`src/cbm_pkg.sv`:
```
// Shared types and constants for the cartridge bank mapper.
// No dependencies; imported by cbm_translate, the top, cbm_checker and tb.
package cbm_pkg;

    localparam int ADDR_W   = 16;
    localparam int DATA_W   = 8;
    localparam int COUNT_W  = 9;
    localparam int OFFSET_W = 21;
    localparam int NUM_BANK_REGS = 8;
    localparam int CFG_INDEX_W = 2;

    // Result target codes
    typedef enum logic [2:0] {
        TGT_PRG  = 3'd0,
        TGT_CHR  = 3'd1,
        TGT_VRAM = 3'd2,
        TGT_CART = 3'd3,
        TGT_NONE = 3'd4
    } target_t;

    // Access modes
    typedef enum logic [1:0] {
        MODE_REG_WRITE = 2'd0,
        MODE_PRG_READ  = 2'd1,
        MODE_CHR_READ  = 2'd2,
        MODE_NT_ACCESS = 2'd3
    } mode_t;

    // Mapper register decode on {address[14], address[13], address[0]}
    localparam logic [2:0] REG_BANK_SELECT = 3'b000;
    localparam logic [2:0] REG_BANK_DATA   = 3'b001;
    localparam logic [2:0] REG_MIRRORING   = 3'b010;
    localparam logic [2:0] REG_WRAM_CTRL   = 3'b011;

    // Configuration register indexes
    localparam logic [CFG_INDEX_W-1:0] CFG_PRG_BANK_COUNT = 2'd0;
    localparam logic [CFG_INDEX_W-1:0] CFG_CHR_BANK_COUNT = 2'd1;
    localparam logic [CFG_INDEX_W-1:0] CFG_FOUR_SCREEN    = 2'd2;

    localparam logic [COUNT_W-1:0] PRG_COUNT_RESET = 9'd64;
    localparam logic [COUNT_W-1:0] CHR_COUNT_RESET = 9'd256;

    // Mapper state seen by the translation logic
    typedef struct packed {
        logic [NUM_BANK_REGS-1:0][DATA_W-1:0] banks;
        logic                                 chr_swap;
        logic                                 prg_swap;
        logic                                 horiz_mirroring;
        logic                                 four_screen;
        logic [COUNT_W-1:0]                   prg_count;
        logic [COUNT_W-1:0]                   chr_count;
    } map_state_t;

    // One translated access
    typedef struct packed {
        target_t               target;
        logic [OFFSET_W-1:0]   offset;
        logic                  out_of_range;
    } xlate_t;

endpackage

```
`src/cbm_translate.sv`:
```
// Address translation for one access: PRG, CHR and nametable mapping.
// Depends on cbm_pkg; purely combinational, used by cartridge_bank_mapper_top.
module cbm_translate
    import cbm_pkg::*;
(
    input  mode_t               mode,
    input  logic [ADDR_W-1:0]   address,
    input  map_state_t          state,
    output xlate_t              result
);

    logic [13:0]        ppu;
    logic [COUNT_W-1:0] second_last;
    logic [COUNT_W-1:0] last;
    logic [COUNT_W-1:0] prg_bank;
    logic [2:0]         chr_win;
    logic [DATA_W-1:0]  chr_pair;
    logic [DATA_W-1:0]  chr_bank;
    logic [1:0]         nt;
    logic               nt_page;

    assign ppu         = address[13:0];
    assign second_last = state.prg_count - COUNT_W'(2);
    assign last        = state.prg_count - COUNT_W'(1);

    // PRG: select the 8 KB bank for the window
    always_comb
    begin
        case (address[14:13])
            2'd0:    prg_bank = state.prg_swap ? second_last : {1'b0, state.banks[6]};
            2'd1:    prg_bank = {1'b0, state.banks[7]};
            2'd2:    prg_bank = state.prg_swap ? {1'b0, state.banks[6]} : second_last;
            default: prg_bank = last;
        endcase
    end

    // CHR: swap mode flips the 2 KB pair half with the 1 KB half
    assign chr_win  = ppu[12:10] ^ {state.chr_swap, 2'b00};
    assign chr_pair = state.banks[{2'b00, chr_win[1]}];

    always_comb
    begin
        if (!chr_win[2])
        begin
            chr_bank = {chr_pair[DATA_W-1:1], chr_win[0]};
        end
        else
        begin
            chr_bank = state.banks[3'({1'b0, chr_win[1:0]}) + 3'd2];
        end
    end

    assign nt = ppu[11:10];

    always_comb
    begin
        if (state.four_screen || !state.horiz_mirroring)
        begin
            nt_page = nt[0];
        end
        else
        begin
            nt_page = nt[1];
        end
    end

    always_comb
    begin
        result.target       = TGT_NONE;
        result.offset       = '0;
        result.out_of_range = 1'b0;
        case (mode)
            MODE_PRG_READ:
            begin
                if (address[15])
                begin
                    result.target       = TGT_PRG;
                    result.offset       = {prg_bank[7:0], address[12:0]};
                    result.out_of_range = (prg_bank >= state.prg_count);
                end
            end
            MODE_CHR_READ:
            begin
                if (!ppu[13])
                begin
                    result.target       = TGT_CHR;
                    result.offset       = OFFSET_W'({chr_bank, ppu[9:0]});
                    result.out_of_range = ({1'b0, chr_bank} >= state.chr_count);
                end
            end
            MODE_NT_ACCESS:
            begin
                // Palette space and pattern space have no nametable target
                if (ppu[13] && !(ppu[12:8] == 5'h1F))
                begin
                    result.target = (state.four_screen && nt[1]) ? TGT_CART : TGT_VRAM;
                    result.offset = OFFSET_W'({nt_page, ppu[9:0]});
                end
            end
            default:
            begin
                result.target = TGT_NONE;
            end
        endcase
    end

endmodule

```
`src/cartridge_bank_mapper_top.sv`:
```
// Cartridge bank mapper top level: mapper registers, config registers, result register.
// Depends on cbm_pkg and cbm_translate.
//
// The mapper takes one bus access per clock while in_ready is high and returns one
// result per access, in the cycle after the access is accepted. All translation is
// done in a single pass of logic between the input handshake and the result register;
// the result register decouples the two sides, so a new access is taken whenever the
// result register is empty or its beat is being taken in the same cycle. A register
// write (mode 0) updates the mapper state at the accepting edge, so the very next
// access already sees it. Configuration writes (bank counts, four-screen) take effect
// at the edge that samples cfg_we and should be made while no access is in flight.
module cartridge_bank_mapper_top
    import cbm_pkg::*;
(
    input  logic                   clk,
    input  logic                   rst_n,

    input  logic                   cfg_we,
    input  logic [CFG_INDEX_W-1:0] cfg_index,
    input  logic [COUNT_W-1:0]     cfg_data,

    input  logic                   in_valid,
    output logic                   in_ready,
    input  logic [1:0]             mode,
    input  logic [ADDR_W-1:0]      address,
    input  logic [DATA_W-1:0]      data_byte,

    output logic                   out_valid,
    input  logic                   out_ready,
    output logic [2:0]             target,
    output logic [OFFSET_W-1:0]    mapped_offset,
    output logic                   bank_out_of_range,
    output logic                   wram_enabled,
    output logic                   wram_writable
);

    logic [NUM_BANK_REGS-1:0][DATA_W-1:0] banks_reg;
    logic [NUM_BANK_REGS-1:0][DATA_W-1:0] banks_next;
    logic [2:0]          bank_select_reg, bank_select_next;
    logic                chr_swap_reg, chr_swap_next;
    logic                prg_swap_reg, prg_swap_next;
    logic                horiz_reg, horiz_next;
    logic                wram_en_reg, wram_en_next;
    logic                wram_prot_reg, wram_prot_next;
    logic [COUNT_W-1:0]  prg_count_reg;
    logic [COUNT_W-1:0]  chr_count_reg;
    logic                four_screen_reg;

    logic                out_valid_reg;
    xlate_t              result_reg;
    logic                wram_en_out_reg;
    logic                wram_wr_out_reg;

    logic                accept;
    mode_t               in_mode;
    logic [2:0]          reg_code;
    map_state_t          state;
    xlate_t              xlate;

    assign in_ready = !out_valid_reg || out_ready;
    assign accept   = in_valid && in_ready;
    assign in_mode  = mode_t'(mode);
    assign reg_code = {address[14], address[13], address[0]};

    assign state.banks           = banks_reg;
    assign state.chr_swap        = chr_swap_reg;
    assign state.prg_swap        = prg_swap_reg;
    assign state.horiz_mirroring = horiz_reg;
    assign state.four_screen     = four_screen_reg;
    assign state.prg_count       = prg_count_reg;
    assign state.chr_count       = chr_count_reg;

    cbm_translate u_translate (
        .mode    (in_mode),
        .address (address),
        .state   (state),
        .result  (xlate)
    );

    // Mapper register writes; IRQ register codes fall through untouched
    always_comb
    begin
        banks_next       = banks_reg;
        bank_select_next = bank_select_reg;
        chr_swap_next    = chr_swap_reg;
        prg_swap_next    = prg_swap_reg;
        horiz_next       = horiz_reg;
        wram_en_next     = wram_en_reg;
        wram_prot_next   = wram_prot_reg;
        if (accept && in_mode == MODE_REG_WRITE)
        begin
            case (reg_code)
                REG_BANK_SELECT:
                begin
                    chr_swap_next    = data_byte[7];
                    prg_swap_next    = data_byte[6];
                    bank_select_next = data_byte[2:0];
                end
                REG_BANK_DATA:
                begin
                    banks_next[bank_select_reg] = data_byte;
                end
                REG_MIRRORING:
                begin
                    horiz_next = data_byte[0];
                end
                REG_WRAM_CTRL:
                begin
                    wram_en_next   = data_byte[7];
                    wram_prot_next = !data_byte[6];
                end
                default:
                begin
                    wram_en_next = wram_en_reg;
                end
            endcase
        end
    end

    always_ff @(posedge clk or negedge rst_n)
    begin
        if (!rst_n)
        begin
            banks_reg       <= '0;
            bank_select_reg <= '0;
            chr_swap_reg    <= 1'b0;
            prg_swap_reg    <= 1'b0;
            horiz_reg       <= 1'b0;
            wram_en_reg     <= 1'b0;
            wram_prot_reg   <= 1'b1;
            prg_count_reg   <= PRG_COUNT_RESET;
            chr_count_reg   <= CHR_COUNT_RESET;
            four_screen_reg <= 1'b0;
            out_valid_reg   <= 1'b0;
        end
        else
        begin
            banks_reg       <= banks_next;
            bank_select_reg <= bank_select_next;
            chr_swap_reg    <= chr_swap_next;
            prg_swap_reg    <= prg_swap_next;
            horiz_reg       <= horiz_next;
            wram_en_reg     <= wram_en_next;
            wram_prot_reg   <= wram_prot_next;
            if (cfg_we)
            begin
                case (cfg_index)
                    CFG_PRG_BANK_COUNT: prg_count_reg   <= cfg_data;
                    CFG_CHR_BANK_COUNT: chr_count_reg   <= cfg_data;
                    CFG_FOUR_SCREEN:    four_screen_reg <= cfg_data[0];
                    default:            four_screen_reg <= four_screen_reg;
                endcase
            end
            if (accept)
            begin
                out_valid_reg <= 1'b1;
            end
            else if (out_ready)
            begin
                out_valid_reg <= 1'b0;
            end
        end
    end

    // Result payload: load on every accepted beat, hold otherwise
    always_ff @(posedge clk)
    begin
        if (accept)
        begin
            result_reg      <= xlate;
            wram_en_out_reg <= wram_en_next;
            wram_wr_out_reg <= !wram_prot_next;
        end
    end

    assign out_valid         = out_valid_reg;
    assign target            = result_reg.target;
    assign mapped_offset     = result_reg.offset;
    assign bank_out_of_range = result_reg.out_of_range;
    assign wram_enabled      = wram_en_out_reg;
    assign wram_writable     = wram_wr_out_reg;

    // A work RAM control write shows its new bits on its own result beat
    assert property (@(posedge clk) disable iff (!rst_n)
        (accept && in_mode == MODE_REG_WRITE && reg_code == REG_WRAM_CTRL) |=>
        (wram_enabled == $past(data_byte[7]) && wram_writable == $past(data_byte[6])))
        else $error("work RAM bits do not follow the control write");

    // Only ROM targets can flag an out-of-range bank
    assert property (@(posedge clk) disable iff (!rst_n)
        (out_valid && target != TGT_PRG && target != TGT_CHR) |-> !bank_out_of_range)
        else $error("range flag set on a non-ROM target");

    // Every accepted beat produces a pending result on the next edge
    assert property (@(posedge clk) disable iff (!rst_n)
        accept |=> out_valid)
        else $error("accepted beat produced no result");

    // A register write never yields a memory target
    assert property (@(posedge clk) disable iff (!rst_n)
        (accept && in_mode == MODE_REG_WRITE) |=> (target == TGT_NONE && mapped_offset == '0))
        else $error("register write produced a memory target");

endmodule

```
`config.mk`:
```
export PLATFORM = sky130hd
export DESIGN_NAME = cartridge_bank_mapper_top
export DESIGN_NICKNAME = d
export VERILOG_FILES = /design/src/cbm_pkg.sv /design/src/cbm_translate.sv /design/src/cartridge_bank_mapper_top.sv
export SDC_FILE = /design/constraint.sdc
export NUM_CORES = 1
export LEC_CHECK = 0
export ABC_AREA = 0
export BUFFER_PORTS_ARGS = -buffer_cell sky130_fd_sc_hd__buf_4
export CORE_MARGIN = 4
export CORE_UTILIZATION = 60
export DETAILED_ROUTE_END_ITERATION = 8
export GPL_TIMING_DRIVEN = 0
export MAX_ROUTING_LAYER = met4
export PLACE_DENSITY = 0.82
export SETUP_SLACK_MARGIN = 0.5
export SLEW_MARGIN = 20
export SYNTH_ARGS = -nofsm -noshare
export SYNTH_HDL_FRONTEND = slang
export SYNTH_SLANG_ARGS = --single-unit
```
`constraint.sdc`:
```
create_clock -name clk -period 7.05 [get_ports clk]
set_input_delay 0.3525 -clock clk [delete_from_list [all_inputs] [get_ports clk]]
set_output_delay 0.3525 -clock clk [all_outputs]
set_load 0.02 [all_outputs]
```
Word-level counts from Yosys, hierarchy flattened. Cells that the tools add are included.

Equal/unequal tests: 11. Order comparisons: 6. $add $sub $neg: 3. Bitwise gates (word level): 1. Reductions and logical operators: 23. Mux-type cells: 25.

Operator list (count): bitwise mux 64 bit (1); case mux 21 bit (3 select lines) (1); 2-to-1 mux 25 bit (2); 2-to-1 mux 8 bit (5); case mux 9 bit (3 select lines) (1); binary-select mux 8 bit (select 3 bit) (1); demux 8 bit (select 3 bit) (1); 2-to-1 mux 24 bit (1); 2-to-1 mux 9 bit (2); AND reduction 2 bit (6); >= comparator 8 x 9 -> 1 bit (1); >= comparator 9 bit (1); case mux 3 bit (3 select lines) (1); subtractor 9 x 1 -> 9 bit, second input constant (1); subtractor 9 x 2 -> 9 bit, second input constant (1); equality test 2 bit, second input constant (4); < comparator 3 x 4 -> 1 bit, second input constant (2); 2-to-1 mux 1 bit (8); equality test 2 x 1 -> 1 bit, second input constant (3); equality test 3 x 2 -> 1 bit, second input constant (2); logical NOT 2 bit (3); equality test 5 bit, second input constant (1); logical AND 1 bit (5); logical NOT 1 bit (5); other kinds (9) (10).

Register bits after elaboration: 119. Word-level logic and storage cells: 92. Input bits: 42.

Longest topological paths before layout. Gate-level depths: netlist of run 1.

Depth in word-level cells: 8. Mapped depth: 12.

Modules after synthesis. From an unflattened synthesis of run 1, not the netlist that was laid out.

Cells, all modules: 479. Area total of the unflattened synthesis: 6160.9 um2.

By module, submodules not included: cartridge_bank_mapper_top (area each 4464.3 um2, instances 1, cells an instance 246); cbm_translate (area each 1696.6 um2, instances 1, cells an instance 233).

Worst setup path before layout of run 1. Ideal clock, no wire load.

Path type: input port to flip-flop. Start point: input port address[10]. End point: register result_reg, in the netlist bank_out_of_range (data pin). Cell stages on the path: 9. Slack: 4434 ps. Arrival: 2349 ps. Path buffers: 1. Required time: 6783 ps. Path through: buf_1 -> mux4_2 -> nand2_1 -> o21ai_0 -> ha_1 -> a211oi_1 -> o21bai_1 -> a221oi_1 -> o22ai_1.

Longest elaborated chain between the ends: 8.

Ends and longest elaborated chain: start, declared (RTL line cartridge_bank_mapper_top.sv:25) `input logic [ADDR_W-1:0] address,`; bitwise XOR 3 bit * (RTL line cbm_translate.sv:38) `assign chr_win = ppu[12:10] ^ {state.chr_swap, 2'b00};`; adder 2 x 2 -> 3 bit (RTL line cbm_translate.sv:49) `chr_bank = state.banks[3'({1'b0, chr_win[1:0]}) + 3'd2];`; binary-select mux 8 bit (select 3 bit) (RTL line cbm_translate.sv:49); 2-to-1 mux 8 bit (implied by the code) (RTL line cbm_translate.sv:49); 2-to-1 mux 8 bit * (RTL line cbm_translate.sv:43) `if (!chr_win[2])`; >= comparator 8 x 9 -> 1 bit * (RTL line cbm_translate.sv:88) `result.out_of_range = ({1'b0, chr_bank} >= state.chr_count);`; 2-to-1 mux 25 bit * (RTL line cbm_translate.sv:84) `if (!ppu[13])`; case mux 1 bit (2 select lines) * (RTL line cbm_translate.sv:72) `case (mode)`; end signal, assigned (RTL line cartridge_bank_mapper_top.sv:170) `result_reg <= xlate;`; end, declared (RTL line cartridge_bank_mapper_top.sv:50) `xlate_t result_reg;`.

Mark *: on every way between the ends. The rest lies on a longest branch, timed or not. The select of a mux whose other input is x is not followed. A chain may end at the register's enable or synchronous reset.

Final worst setup path of run 1.
Start point: register chr_swap_reg. End point: register result_reg, in the netlist bank_out_of_range (data pin).

Longest elaborated chain between the ends: 5.

Ends and longest elaborated chain: start, declared (RTL line cartridge_bank_mapper_top.sv:40) `logic chr_swap_reg, chr_swap_next;`; start signal, assigned (RTL line cartridge_bank_mapper_top.sv:140) `chr_swap_reg <= chr_swap_next;`; bitwise XOR 3 bit (RTL line cbm_translate.sv:38); 2-to-1 mux 8 bit (RTL line cbm_translate.sv:43); >= comparator 8 x 9 -> 1 bit (RTL line cbm_translate.sv:88); 2-to-1 mux 25 bit (RTL line cbm_translate.sv:84); case mux 1 bit (2 select lines) (RTL line cbm_translate.sv:72).

Every way passes these cells.

==> results of run 1 <==
-- worst reg2reg max path, cell delays in order, from the launching register on --
cell and delay, ns:
dfrtp_1 0.39, xor2_1 0.49, clkbuf_1 0.42, a21oi_1 0.12, a21oi_1 0.26, ha_1 0.28
nand2b_1 0.16, a211oi_1 0.26, o21bai_1 0.11, a221oi_1 0.53, o22ai_1 0.17
-- Yosys cell counts (7+ instances only) --
cell type,n
mux2_4,7
and2_1,12
inv_1,24
clkbuf_1,12
mux4_2,7
nand3_1,7
mux2i_1,8
nand2_1,35
o21ai_0,28
mux2_2,75
a21oi_1,21
ha_1,24
nor2_1,15
edfxtp_1,27
a211oi_1,7
dfrtp_1,87
-- per-layer routing --
layer | GRT usage, % | vias to the layer above
met1 | 34.5 | 2260
met3 | 5.74 | 40
met5 | - | -
met4 | 10.6 | 0
li1 | - | 2009
met2 | 44.8 | 186
-- power breakdown --
group | internal [uW] | switching, uW
clock | 557 | 311
sequential | 751 | 34.4
combinational | 139 | 184
-- cell usage in the layout, fill, tap and decap left out, drive strengths merged, types with 3 or more instances in the layout --
| cell type | count |
|---|---|
| a22o | 6 |
| clkinvlp | 4 |
| nor2 | 16 |
| mux2 | 82 |
| o211ai | 4 |
| buf | 74 |
| nand2b | 7 |
| mux4 | 7 |
| and3 | 3 |
| a31oi | 4 |
| and2 | 13 |
| a21o | 6 |
| dfstp | 3 |
| a211oi | 7 |
| nand2 | 35 |
| o21ai | 28 |
| mux2i | 8 |
| nor3b | 5 |
| ha | 24 |
| clkinv | 3 |
| clkbuf | 34 |
| bufinv | 3 |
| inv | 27 |
| nor4 | 3 |
| edfxtp | 27 |
| xnor2 | 3 |
| a21oi | 21 |
| nand3 | 7 |
| nor3 | 6 |
| a221oi | 5 |
| dfrtp | 87 |
-- final timing paths --
check                      slack [ns]                 to     startpoint  depth (start not counted)
min                              0.04   prg_count_reg[7]    cfg_data[7]                          3
max in group asynchronous        6.04      banks_reg[62]          rst_n                          2
min reg2reg                      0.50      banks_reg[37]  banks_reg[37]                          1
max reg2reg                      3.60  bank_out_of_range   chr_swap_reg                         10
max                              3.60  bank_out_of_range   chr_swap_reg                         10
min in group asynchronous        0.45   chr_count_reg[0]          rst_n                          2
-- cell families after synthesis --
family,synth area share (%)
AOI/OAI and AO/OA,10.7
muxes,19.5
xor gates and xnor gates,0.718
buffers and inverters,3.49
and+or+nand+nor,10.4
DFF,50.3
adders and majority gates,4.92
-- through the flow --
step | total power [uW] | utilization [%] | instance area, sq um | std cells | hold slack [ns]
final | 1980 | 75.4 | 7400 | 734 | 0.0448
after floorplan | 994 | - | 6100 | 499 | 0.0569
after global placement | 1100 | 69.1 | 6780 | 701 | 0.477
after detailed placement | 1110 | 69.1 | 6780 | 701 | 0.492
after CTS | 1970 | 75.2 | 7380 | 733 | 0.0435
after global routing | 2050 | 75.4 | 7400 | 734 | 0.0460
-- final cells by class --
cell class / instances / area (sq um)
tap: 133 / 166
inverter: 25 / 93.8
clock buffer: 20 / 445
clock inverter: 12 / 151
buffer: 20 / 119
sequential: 117 / 3070
timing repair buffer: 70 / 532
fill: 648 / 2420
multi-input combinational: 337 / 2830
-- what timing repair did --
action / 4_1_cts / 5_1_grt
gates resized for setup: 0 / 0
buffers inserted: 0 / 0
hold buffers: 0 / 1
hold endpoints to repair: 0 / 87
==> results.py, run 1 <==
metrics = {
    "cells_and_area": {
        "area_growth_pct": 21.3,
        "layout-drive-gt1-share_pct": 34.8,
        "final_nets": 654,
        "num_antenna_cells": 0,
        "largest_register_ffs": 62,
    },
    "critical_path": {
        "cp_max_fo": 10,
        "crit_arrival_ns": 3.71,
        "cp_top_family": "compound AO/OA/AOI/OAI gates",
        "critical_path_class": "reg -> reg",
        "cp_slowest_cell": "a221oi_1",
        "slowest_delay_ns": 0.53,
        "cp.required_ns": 7.30,
        "path_buf_inv": 1,
        "path_cells": "xor2_1 > clkbuf_1 > a21oi_1 > a21oi_1 > ha_1 > nand2b_1 > a211oi_1 > o21bai_1 > a221oi_1 > o22ai_1",
        "critPathCaptureType": "flip-flop",
        "cp-start-kind": "flip-flop",
        "crit_top_cell": "a21oi_1",
    },
    "sta": {
        "finalSetupViolCount": 0,
        "drv_slew": 0,
        "fin_crit_sh_pct": 48.9,
        "max_slew_margin_pct": 36.3,
        "finalClockSkew_ns": 0.00821,
        "fmax_mhz": 290,
        "period_minus_slack_ns": 3.45,
        "hold_viol_final": 0,
        "worst_slack_ns": 3.60,
        "rsz0062_at_grt": "false",
        "max_slew.worst_pin.slew_ns": 0.954,
        "finalSetupTns_ns": 0,
    },
    "grt": {
        "grt.overflow.total": 0,
        "grt_pass1_wl_mm": 23.8,
        "antenna_found_initial": 0,
        "grt_max_degree": 91,
        "grt_pass1_vias": 4519,
        "grt_use_total_pct": 27.7,
    },
    "yosys": {
        "syn-num-nets": 565,
        "async_reset_ff_share_pct": 76.9,
        "synth_cells": 499,
        "syn_area_sq_um": 6100,
        "yosys.area.top_type": "dfrtp_1",
        "synth_seq_area_share_pct": 50.3,
        "synth.distinct_cells": 65,
        "synth_edf_count": 27,
        "ys.flop_type": "dfrtp_1",
        "ys.warnings.count": 0,
        "yosysTopAreaCellShare_pct": 35.7,
        "synth.area.top_cells": "dfrtp_1, mux2_2, edfxtp_1",
        "ys_ff_latch": 117,
        "avgSynthCellArea_sq_um": 12.2,
    },
    "drt": {
        "finalWirelength_mm": 14.8,
        "avgViaCountPerCell": 6.12,
        "top_layer": "met4",
        "drc_errors": 0,
        "dr.pass1.iters": 5,
        "wl_met3_um": 990,
        "avgRoutedWirePerCell_um": 20.1,
        "drt_iter0_drc": 263,
        "ant_nets": 0,
        "met2_length_mm": 7.50,
        "num_vias": 4495,
        "m1WireLength_mm": 5.86,
    },
    "clock_tree": {
        "cts_max_level": 4,
        "clock-root-buffer": "clkbuf_8",
        "clock-sinks": 117,
        "clock_path_buffers": 2,
        "path_clk_slew_ns": 0.06,
        "cts_tree": "done",
        "clock_latency_ns": 0.53,
        "cts_buffers": 17,
    },
    "pwr": {
        "p_leak_uw": 0.00344,
        "p_per_area_nw_per_um2": 267,
        "ir_drop_v": 0.000185,
    },
    "floorplan": {
        "die-area_sq_um": 11800,
        "ioPinCount": 71,
        "initial_core_util_pct": 62.1,
        "die_h_um": 109,
        "core_area_sq_um": 9820,
        "std_cell_rows": 36,
        "dieWidth_um": 109,
    },
    "hold_path": {
        "min_path_type": "in -> reg",
    },
    "placement": {
        "pre_cts_ws_ns": 3.56,
        "gp_congestion": 0.955,
        "numPortBuffers": 69,
        "dp_hpwl_mm": 10.2,
    },
    "status": {
        "status": "finished clean",
    },
    "run": {
        "max_cap_violations": 0,
    },
}
No activity file was read; power rests on OpenSTA's default activity.
==> run 2, diff against run 1 <==
--- a/config.mk
+++ b/config.mk
@@ -8,11 +8,11 @@
 export ABC_AREA = 0
 export BUFFER_PORTS_ARGS = -buffer_cell sky130_fd_sc_hd__buf_4
 export CORE_MARGIN = 4
-export CORE_UTILIZATION = 60
+export CORE_UTILIZATION = 59
 export DETAILED_ROUTE_END_ITERATION = 8
 export GPL_TIMING_DRIVEN = 0
 export MAX_ROUTING_LAYER = met4
-export PLACE_DENSITY = 0.82
+export PLACE_DENSITY = 0.81
 export SETUP_SLACK_MARGIN = 0.5
 export SLEW_MARGIN = 20
 export SYNTH_ARGS = -nofsm -noshare
==> constraint.sdc (replaced) <==
create_clock -name clk -period 3.3 [get_ports clk]
set_input_delay 0.165 -clock clk [delete_from_list [all_inputs] [get_ports clk]]
set_output_delay 0.165 -clock clk [all_outputs]
set_load 0.02 [all_outputs]
==> results.py, run 2 (same netlist as run 1, synthesis figures left out) <==
metrics = {
    "cells_and_area": {
        "layout-drive-gt1-share_pct": 38.7,
        "mostFrequentLayoutCells": "dfrtp_1, buf_4, mux2_2, nand2_1, dlygate4sd3_1",
        "post-route-util_pct": 79.7,
        "final_common_cell": "dfrtp_1",
        "num-fill-cells": 563,
        "area_growth_pct": 29.6,
        "num_antenna_cells": 0,
        "seq_area_sq_um": 3070,
        "final_nets": 689,
        "multi_input_area_sq_um": 2980,
        "largest_register_ffs": 62,
    },
    "critical_path": {
        "crit_end": "bank_out_of_range",
        "critPathCaptureType": "flip-flop",
        "rr_worst_depth": 10,
        "critPathLaunch": "chr_swap_reg",
        "path_cells": "xor2_4 > clkbuf_4 > and2_1 > a21oi_2 > ha_1 > nand2b_1 > a211oi_1 > o21bai_1 > a221oi_2 > o22ai_1",
        "r2r_end": "bank_out_of_range",
        "critical_path_class": "reg -> reg",
        "r2r_slack_ns": 0.58,
        "cp.required_ns": 3.57,
        "slowest_delay_ns": 0.44,
        "cp-start-kind": "flip-flop",
        "cp_max_fo": 10,
        "timing.rr.start": "chr_swap_reg",
        "crit_arrival_ns": 2.99,
        "cp_slowest_cell": "dfrtp_2",
    },
    "clock_tree": {
        "clock_path_buffers": 2,
        "cts_buffers": 17,
        "cts_tree": "done",
        "path_clk_slew_ns": 0.06,
        "cts_max_level": 4,
        "clock-root-buffer": "clkbuf_8",
        "clock-sinks": 117,
        "clock_latency_ns": 0.53,
    },
    "floorplan": {
        "die_h_um": 110,
        "ioPinCount": 71,
        "dieWidth_um": 110,
        "std_cell_rows": 36,
        "initial_core_util_pct": 61.5,
        "die-area_sq_um": 12000,
        "core_area_sq_um": 9910,
    },
    "grt": {
        "antenna_found_initial": 0,
        "grt.overflow.total": 0,
        "grt_pass1_wl_mm": 24.9,
        "grt_max_degree": 91,
        "grt_pass1_vias": 4725,
        "grt_use_total_pct": 28.8,
    },
    "drt": {
        "drc_errors": 0,
        "avgRoutedWirePerCell_um": 20.9,
        "drt_iter0_drc": 363,
        "avgViaCountPerCell": 6.12,
        "ant_nets": 0,
        "finalWirelength_mm": 16.1,
        "dr.pass1.iters": 5,
        "num_vias": 4706,
    },
    "pwr": {
        "p_leak_uw": 0.00364,
        "fin_total_pwr_uw": 4310,
        "ir_drop_v": 0.000426,
        "p_per_area_nw_per_um2": 546,
    },
    "hold_path": {
        "min_path_type": "in -> reg",
    },
    "sta": {
        "finalSetupTns_ns": 0,
        "period_minus_slack_ns": 2.72,
        "max_slew_margin_pct": 33.1,
        "fmax_mhz": 368,
        "hold_slack_ns": 0.0226,
        "hold_viol_final": 0,
        "max_slew.worst_pin.slew_ns": 1.00,
        "finalSetupViolCount": 0,
        "drv_slew": 0,
        "rsz0062_at_grt": "true",
        "finalClockSkew_ns": 0.00787,
        "fin_crit_sh_pct": 82.3,
    },
    "placement": {
        "dp_hpwl_mm": 10.8,
        "numPortBuffers": 69,
        "gp_congestion": 0.959,
    },
    "status": {
        "status": "finished clean",
    },
    "run": {
        "max_cap_violations": 0,
    },
}
## run 2: per-layer routing
layer  track usage [%]  part of all wire [%]  up-vias
met4              9.17                   2.1        0
met5                 -                     0        -
li1                  -                     -     2088
met3              5.81                   7.0       32
met1              34.9                    40     2371
met2              48.8                    51      215
## run 2: how the worst min path moves through the flow
| stage | start | to | slack, ns | cells after the start |
|---|---|---|---|---|
| after floorplan | rst_n | bank_select_reg[0] | -0.13 | 0 |
| after global placement | cfg_data[8] | prg_count_reg[8] | 0.38 | 3 |
| after detailed placement | cfg_data[8] | prg_count_reg[8] | 0.39 | 3 |
| after CTS | cfg_index[0] | four_screen_reg | 0.004 | 3 |
| after global routing | cfg_index[1] | four_screen_reg | 0.04 | 3 |
| final | cfg_index[0] | four_screen_reg | 0.02 | 3 |
## run 2: what timing repair did
action                                 in CTS  in global routing
setup buffers                               0                  6
endpoints found under the hold margin     179                  0
hold buffers                               30                  0
pin swaps                                   1                  7
setup endpoints to repair                   1                  5
resized for setup                          15                 33
## run 2: area by class of cell
| cell class | count | share of cell area, % |
|---|---|---|
| inverters | 25 | 1.25 |
| plain buffers | 20 | 1.62 |
| repair buffers | 105 | 11.0 |
| flip-flops and latches | 117 | 38.9 |
| clock inverters | 8 | 1.20 |
| multi-input cells | 337 | 37.7 |
| well taps | 133 | 2.11 |
| clock buffers | 24 | 6.22 |
## run 2: report_power, final
group          switching (uW)  total, uW  internal [uW]
Clock                     647       1820           1180
Combinational             438        802            364
Sequential               82.8       1690           1610
Total                    1170       4310           3150
## run 2: per-stage QoR
stage | worst slack [ns] | area (sq um) | std cells
floorplan | 0.757 | 6100 | 499
global placement | 0.0639 | 6780 | 701
detailed placement | 0.0581 | 6780 | 701
CTS | 0.529 | 7730 | 763
global route | 0.451 | 7900 | 769
finish | 0.583 | 7900 | 769
## run 2: worst max-delay path, delay by kind of cell, from the launching register on
kind,cells,cell delay [ns]
fa+ha+maj,1,0.23
simple gates,2,0.32
buf+inv,1,0.18
xor+xnor,1,0.20
compound gates,5,1.07
flops,1,0.44
==> run 3, diff against run 2 <==
--- a/config.mk
+++ b/config.mk
@@ -5,14 +5,14 @@
 export SDC_FILE = /design/constraint.sdc
 export NUM_CORES = 1
 export LEC_CHECK = 0
-export ABC_AREA = 0
+export ABC_AREA = 1
 export BUFFER_PORTS_ARGS = -buffer_cell sky130_fd_sc_hd__buf_4
 export CORE_MARGIN = 4
-export CORE_UTILIZATION = 59
+export CORE_UTILIZATION = 53
 export DETAILED_ROUTE_END_ITERATION = 8
 export GPL_TIMING_DRIVEN = 0
 export MAX_ROUTING_LAYER = met4
-export PLACE_DENSITY = 0.81
+export PLACE_DENSITY = 0.76
 export SETUP_SLACK_MARGIN = 0.5
 export SLEW_MARGIN = 20
 export SYNTH_ARGS = -nofsm -noshare
==> constraint.sdc (replaced) <==
create_clock -name clk -period 2.35 [get_ports clk]
set_input_delay 0.1175 -clock clk [delete_from_list [all_inputs] [get_ports clk]]
set_output_delay 0.1175 -clock clk [all_outputs]
set_load 0.02 [all_outputs]
==> results.py, run 3 <==
metrics = {
    "status": {
        "status": "complete, but fails checks",
        "violations": "hold timing, setup timing",
    },
    "yosys": {
        "yosys-top-cells-count": "nand2_1, o21ai_0, inv_1, dfrtp_1, nor2_1",
        "synth_edf_count": 27,
        "ys.warnings.count": 0,
        "yosys.area.top_type": "dfrtp_1",
        "avgSynthCellArea_sq_um": 8.27,
        "synth.area.mux_share_pct": 1.00,
        "ys_ff_latch": 117,
        "synth_compound_area_share_pct": 14.3,
        "synth-xor-area-share_pct": 0.585,
        "synth-adder-area-share_pct": 5.01,
        "syn_area_sq_um": 5990,
        "synth_seq_area_share_pct": 51.2,
        "yosysMostFrequentCell": "nand2_1",
        "ys.flop_type": "dfrtp_1",
        "async_reset_ff_share_pct": 76.9,
        "synth.distinct_cells": 30,
        "synth_top_family_by_area": "simple AND/OR/NAND/NOR gates",
        "synth_cells": 724,
        "yosysTopAreaCellShare_pct": 36.3,
        "synthSimpleGateAreaFrac_pct": 19.5,
        "synth.area.top_cells": "dfrtp_1, edfxtp_1, nand2_1",
        "syn-num-nets": 790,
    },
    "grt": {
        "grt_pass1_wl_mm": 27.6,
        "grt_pass1_vias": 5691,
        "grt_use_total_pct": 28.2,
        "grt.overflow.total": 0,
        "grt_max_degree": 91,
        "antenna_found_initial": 0,
    },
    "clock_tree": {
        "clock-sinks": 117,
        "clock_path_buffers": 2,
        "cts_tree": "done",
        "cts_max_level": 4,
        "path_clk_slew_ns": 0.06,
        "clock_latency_ns": 0.42,
        "clock-root-buffer": "clkbuf_16",
        "cts_buffers": 17,
    },
    "pwr": {
        "p_sw_uw": 2080,
        "seqPwrFrac_pct": 35.4,
        "power.internal_uw": 4750,
        "ir_drop_v": 0.000441,
        "comb_power_share_pct": 24.2,
        "p_per_area_nw_per_um2": 824,
        "p_leak_uw": 0.00392,
        "clkPwrFrac_pct": 40.5,
        "swShare_pct": 30.4,
    },
    "floorplan": {
        "core_area_sq_um": 10900,
        "die_h_um": 114,
        "std_cell_rows": 38,
        "dieWidth_um": 114,
        "initial_core_util_pct": 54.8,
        "ioPinCount": 71,
        "die-area_sq_um": 13100,
    },
    "critical_path": {
        "cp_top_family": "simple AND/OR/NAND/NOR gates",
        "critical_path_class": "reg -> reg",
        "critPathCaptureType": "flip-flop",
        "crit_arrival_ns": 2.53,
        "slowest_delay_ns": 0.40,
        "cp.required_ns": 2.53,
        "path_buf_inv": 3,
        "cp_slowest_cell": "dfrtp_1",
        "crit_top_cell": "nand2_2",
        "cp_max_fo": 6,
        "path_cells": "inv_4 > ha_4 > buf_4 > nand2_2 > o21ai_1 > nand3_1 > nand2_2 > inv_2 > ha_4 > nand2_2 > a21oi_1 > nor2_1 > nand4_1 > nand2_1 > a21oi_2",
        "cp-start-kind": "flip-flop",
    },
    "sta": {
        "worst_slack_ns": -0.00674,
        "drv_slew": 0,
        "period_minus_slack_ns": 2.36,
        "max_slew.worst_pin.slew_ns": 0.816,
        "hold_slack_ns": -0.00217,
        "fmax_mhz": 424,
        "finalClockSkew_ns": 0.00645,
        "hold_viol_final": 1,
        "finalSetupTns_ns": -0.00674,
        "finalSetupViolCount": 1,
        "max_slew_margin_pct": 45.6,
        "fin_crit_sh_pct": 100,
        "rsz0062_at_grt": "true",
    },
    "placement": {
        "numPortBuffers": 70,
        "dp_hpwl_mm": 11.1,
        "place_inst": 934,
        "gp_congestion": 0.908,
    },
    "hold_path": {
        "min_path_type": "in -> reg",
    },
    "cells_and_area": {
        "finalNonFillerCells": 1016,
        "final_common_cell": "nand2_1",
        "largest_register_ffs": 62,
        "area_growth_pct": 38.2,
        "layout-drive-gt1-share_pct": 27.1,
        "num-fill-cells": 708,
        "num_antenna_cells": 0,
        "mostFrequentLayoutCells": "nand2_1, o21ai_0, buf_4, inv_1, dfrtp_1",
        "final_nets": 929,
    },
    "drt": {
        "drc_errors": 0,
        "dr.pass1.iters": 6,
        "num_vias": 5650,
        "ant_nets": 0,
        "finalWirelength_mm": 17.5,
        "avgRoutedWirePerCell_um": 17.3,
        "drt_iter0_drc": 522,
        "avgViaCountPerCell": 5.56,
    },
    "run": {
        "max_cap_violations": 0,
    },
}
## run 3: cell count changes in the layout (fill, tap and decap cells not counted), sizes merged, moves of 17 or more
cell	delta
nand2	+154
mux2	-82
nand3	+24
dlygate4sd3	-17
buf	+35
nor2	+45
inv	+75
o21ai	+108
## run 3: repair_timing
action | in CTS | in global routing
setup buffers | 32 | 3
resized for setup | 74 | 46
hold endpoints to repair | 100 | 0
pin swaps | 31 | 25
gates cloned | 2 | 0
hold buffers | 13 | 0
endpoints found under the setup margin | 73 | 29
## run 3: metal layers
layer / up-vias / GRT usage [%] / part of all wire [%] / routed length, um
met4: 0 / 11.3 / 3.1 / 549
met1: 2706 / 34.0 / 40 / 7050
met2: 237 / 46.1 / 50 / 8750
li1: 2649 / - / - / -
met5: - / - / 0 / 0
met3: 58 / 6.13 / 6.8 / 1200
## run 3: through the flow
stage          cell area, sq um  total power (uW)  utilization, %  setup WS (ns)
2_1_floorplan              6060              3120               -          0.220
3_3_place_gp               6760              3460            61.8         -0.590
3_5_place_dp               6760              3520            61.8         -0.625
4_1_cts                    8090              6610            74.0         0.0877
5_1_grt                    8280              7090            75.7        -0.0973
6_report                   8280              6830            75.7       -0.00674
## run 3: worst register-to-register path, delay by kind of cell, from the launching register on
kind / cells / cell delay (ns)
compound gates: 3 / 0.25
fa+ha+maj: 2 / 0.40
buf+inv: 3 / 0.30
flops: 1 / 0.40
simple gates: 7 / 0.76
## run 3: final timing paths
kind,startpoint,to,slack (ns),depth (start not counted)
min,address[2],mapped_offset[2],-0.002,3
min reg2reg,banks_reg[29],banks_reg[29],0.48,2
min in group asynchronous,rst_n,chr_count_reg[5],0.34,2
max,prg_count_reg[1],bank_out_of_range,-0.007,15
max reg2reg,prg_count_reg[1],bank_out_of_range,-0.007,15
max in group asynchronous,rst_n,out_valid,1.42,2
## run 3: power groups by stage
stage | sequential, uW | combinational (uW) | clock [uW]
6_report | 2410 | 1650 | 2760
5_1_grt | 2430 | 1800 | 2860
4_1_cts | 2400 | 1460 | 2750
3_5_place_dp | 2430 | 1090 | 0
3_3_place_gp | 2420 | 1040 | 0
2_1_floorplan | 2430 | 692 | 0
## run 3: layout make-up
cell class                 count  area, sq um  area share [%]
buffer                        19          145            1.75
clock buffer                  21          482            5.82
clock inverter                11          146            1.77
inverter                      99          379            4.58
multi-input combinational    490         2900            35.0
sequential                   117         3080            37.1
tap                          140          175            2.12
timing repair buffer         119          980            11.8
## run 3: cells by family after synthesis
| kind of cell | Yosys count |
|---|---|
| buffers and inverters | 118 |
| AOI/OAI and AO/OA | 164 |
| DFF | 117 |
| xor gates and xnor gates | 4 |
| muxes | 6 |
| adders and majority gates | 24 |
| and+or+nand+nor | 291 |
